## config.mk

```make
export PLATFORM = sky130hd
export DESIGN_NAME = lrucc_ram
export DESIGN_NICKNAME = d
export VERILOG_FILES = /design/src/sv/lrucc_ram.sv
export SDC_FILE = /design/constraint.sdc
export NUM_CORES = 1
export LEC_CHECK = 0
export BUFFER_PORTS_ARGS = -buffer_cell sky130_fd_sc_hd__buf_2
export CORE_ASPECT_RATIO = 0.8
export CORE_UTILIZATION = 60
export DETAILED_ROUTE_END_ITERATION = 10
export PLACE_DENSITY = 0.76
export SYNTH_ARGS = -nofsm -noshare
export SYNTH_HDL_FRONTEND = slang
export SYNTH_SLANG_ARGS = --single-unit
```

## constraint.sdc

```tcl
create_clock -name clk -period 2.7 [get_ports clk]
set_input_delay 0.54 -clock clk [delete_from_list [all_inputs] [get_ports clk]]
set_output_delay 0.54 -clock clk [all_outputs]
set_load 0.01 [all_outputs]
```

## src/sv/lrucc_ram.sv

```systemverilog
`default_nettype none
module lrucc_ram #(
	parameter int unsigned W = 8,
	parameter int unsigned D = 64
) (
	input  wire logic                 clk,
	input  wire logic                 we,
	input  wire logic [$clog2(D)-1:0] waddr,
	input  wire logic [W-1:0]         wdata,
	input  wire logic [$clog2(D)-1:0] raddr,
	output logic      [W-1:0]         rdata
);

	logic [W-1:0] mem [D];

	always_ff @(posedge clk) begin
		if (we) begin
			mem[waddr] <= wdata;
		end
		rdata <= mem[raddr];
	end

endmodule
`default_nettype wire

```

==> flow_metrics.py <==
metrics = {
    "placement": {
        "gp_congestion": 0.8483,
        "port_buffers": 29,
        "hpwl_um": 27590,
        "place_area_sq_um": 21540,
    },
    "sta": {
        "worstMarginPinSlew_ps": 1195,
        "max_freq_mhz": 419.3,
        "rsz0062_at_grt": "no",
        "fin_crit_ps": 2385,
        "finalHoldViolations": 0,
        "setup_violations": 0,
        "relSlewSlack": 0.2032,
        "finClkSkew_ps": 12.09,
        "finalMaxSlewViolations": 0,
        "fin_crit_sh": 0.8833,
    },
    "die": {
        "die_w_um": 207.0,
        "die_h_um": 166.0,
        "die_area_sq_um": 34350,
        "core-area_sq_um": 32780,
        "boundaryPins": 30,
        "rows": 59,
        "start_util": 0.6153,
    },
    "clock_network": {
        "numCtsBuffers": 47,
        "cts_root_buffer": "clkbuf_16",
        "cts_max_level": 2,
        "post_cts_buffers": 0,
        "clkSlewWorstSetupHoldPaths_ps": 60,
        "cts_hold_buf": 0,
        "cts_buffer_depth": 3,
        "insertion_delay_ps": 560,
        "cts_tree": "done",
        "cts_sinks": 520,
        "post_cts_resized": 0,
    },
    "power_and_ir_drop": {
        "ir_drop_mv": 0.5365,
        "powerDensity_nw_per_um2": 707.9,
        "power_mw": 16.31,
        "p_leak_nw": 7.468,
    },
    "layout": {
        "seqCellArea_sq_um": 15530,
        "num-fill-cells": 1999,
        "area_delta_synth_final_pct": 14.26,
        "drive_gt1_frac": 0.3167,
        "final_cell_area_sq_um": 23040,
        "final_util": 0.7030,
        "finalNetCount": 1107,
        "multi_input_area_sq_um": 4315,
    },
    "critical_path": {
        "cp_slowest_cell": "nor3_1",
        "cp_num_buf_inv": 0,
        "critPathLaunchType": "flop",
        "path_cells": "mux4_2 > mux2_2 > o221a_2 > nor3_1 > o32ai_1",
        "end_kind": "flop",
        "cp_top_family": "multiplexers",
        "path_class": "reg2reg",
        "slowest_delay_ps": 550,
        "cp.required_ps": 3120,
        "critical_path_arrival_ps": 2800,
        "crit_fanout": 1,
    },
    "routing": {
        "wl_met2_um": 20690,
        "wl_per_cell_um": 28.43,
        "routed.top_layer": "met4",
        "drt-initial-drc-count": 1289,
        "routed_wl_um": 44040,
        "vias": 10000,
        "route.layer.met1.wl_um": 17510,
        "antenna_left": 0,
        "dr.pass1.iters": 7,
        "via_per_inst": 6.456,
        "wl_met3_um": 4823,
        "drc": 0,
    },
    "global_routing": {
        "first_global_vias": 10090,
        "grt_pass1_wl_um": 65210,
        "grt_usage": 0.2694,
        "grt_overflow_total": 0,
        "antenna_found_initial": 2,
        "grt_max_degree": 65,
    },
    "logic_synthesis": {
        "ys_ff_latch": 520,
        "ys_types": 40,
        "yosysWarnings": 0,
        "syn_avg_cell_area_sq_um": 21.45,
        "synthesis.area_sq_um": 20170,
        "mappedNetlistNets": 962,
        "ys_seq_area_frac": 0.7703,
        "synth_flop_cell": "edfxtp_1",
        "synthArstFlopShare": 0,
        "synth_edf_count": 512,
        "syn_inst": 940,
    },
    "outcome": {
        "status": "complete, no violations",
    },
    "worst_hold_path": {
        "hold_class": "in2reg",
    },
    "flow_run": {
        "cap_viol_max_count": 0,
    },
}
==> placed cells by master (no fill, tap or decap), types with 3 or more instances in the layout <==
| cell | n |
|---|---|
| o2bb2ai_1 | 3 |
| clkbuf_1 | 10 |
| a211oi_1 | 4 |
| nand3_1 | 13 |
| buf_4 | 111 |
| clkinv_1 | 8 |
| mux2_2 | 13 |
| clkinv_2 | 8 |
| a221oi_1 | 6 |
| nor2_1 | 83 |
| edfxtp_1 | 512 |
| nor2b_1 | 14 |
| o22ai_1 | 8 |
| o221ai_1 | 8 |
| buf_2 | 26 |
| nor3_1 | 7 |
| clkbuf_16 | 49 |
| a22oi_1 | 3 |
| a21oi_1 | 3 |
| nand2_1 | 19 |
| nand2b_1 | 7 |
| dfxtp_1 | 8 |
| nand3b_1 | 3 |
| buf_12 | 9 |
| mux4_2 | 126 |
| mux2i_1 | 23 |
| clkbuf_8 | 8 |
| o2111ai_1 | 3 |
==> final cells by class <==
type	instances	share of cell area
flip-flops and latches	520	0.6742
multi-input cells	369	0.1873
clock buffers	66	0.05902
repair buffers	147	0.05023
well taps	427	0.02319
clock inverters	19	0.006027
diodes	1	0.0001086
==> metrics by stage <==
step	hold slack, ps	instances	setup slack, ps	TNS (ps)
CTS	383.3	1548	389.3	0
detailed placement	887.3	1463	-89.85	-120.9
global placement	861.8	1463	-48.23	-66.27
finish	413.4	1549	315.0	0
global route	422.5	1549	349.7	0
floorplan	638.9	940	492.3	0
==> where the power goes <==
| part | leakage, nW | internal, mW | switching, mW |
|---|---|---|---|
| clock | 0.742 | 3.69 | 2.78 |
| combinational | 2.05 | 0.357 | 0.519 |
| sequential | 4.67 | 8.93 | 0.0311 |
| total | 7.47 | 13.0 | 3.33 |
==> cells by family (layout without fill, tap and decap cells) <==
group                  after synthesis  count (layout)  synth area share
AND/OR/NAND/NOR                    153             153           0.03387
flip-flops                         520             520            0.7703
multiplexers                       162             162            0.1594
AO/OA/AOI/OAI                       54              54           0.02072
buffers and inverters               51             232           0.01570
other                                0               1                 0
==> Yosys cell counts, types with 3 or more instances <==
cell type	instances	area (sq um)
a22oi_1	3	22.52
a221oi_1	6	52.55
nand2_1	19	71.32
edfxtp_1	512	15370
nand3b_1	3	22.52
nand2b_1	7	43.79
mux2_2	13	146.4
o22ai_1	8	50.05
nand3_1	13	65.06
o2111ai_1	3	26.28
mux2i_1	23	230.2
buf_1	4	15.01
o221ai_1	8	70.07
o2bb2ai_1	3	26.28
a21oi_1	3	15.01
mux4_2	126	2838
a211oi_1	4	30.03
buf_6	4	45.04
dfxtp_1	8	160.2
nor2_1	83	311.6
clkbuf_1	17	63.81
buf_4	13	97.59
nor2b_1	14	87.58
buf_2	11	55.05
nor3_1	7	35.03
==> state kept, by name (all words and copies together) (netlist names) <==
register and count:
rdata 8, mem 512
==> routing by layer <==
metal,GRT usage,vias up
met3,0.06554,66
met5,0,-
met1,0.4055,5179
met2,0.3990,542
li1,-,4213
met4,0.07839,0
==> worst min-delay path, stage by stage <==
cell and delay (ps):
buf_2 210, nand2_1 110, o2bb2ai_1 60
==> final timing paths <==
path,slack (ps),cells after the start,from,endpoint
worst min register to register,910,4,mem[38][7]$_DFFE_PP_,rdata[7]$_DFF_P_
worst max-delay path,310,5,mem[29][4]$_DFFE_PP_,rdata[4]$_DFF_P_
worst max register to register,310,5,mem[29][4]$_DFFE_PP_,rdata[4]$_DFF_P_
worst min-delay path,410,3,raddr[5],rdata[2]$_DFF_P_
No activity file was read; power rests on OpenSTA's default activity.
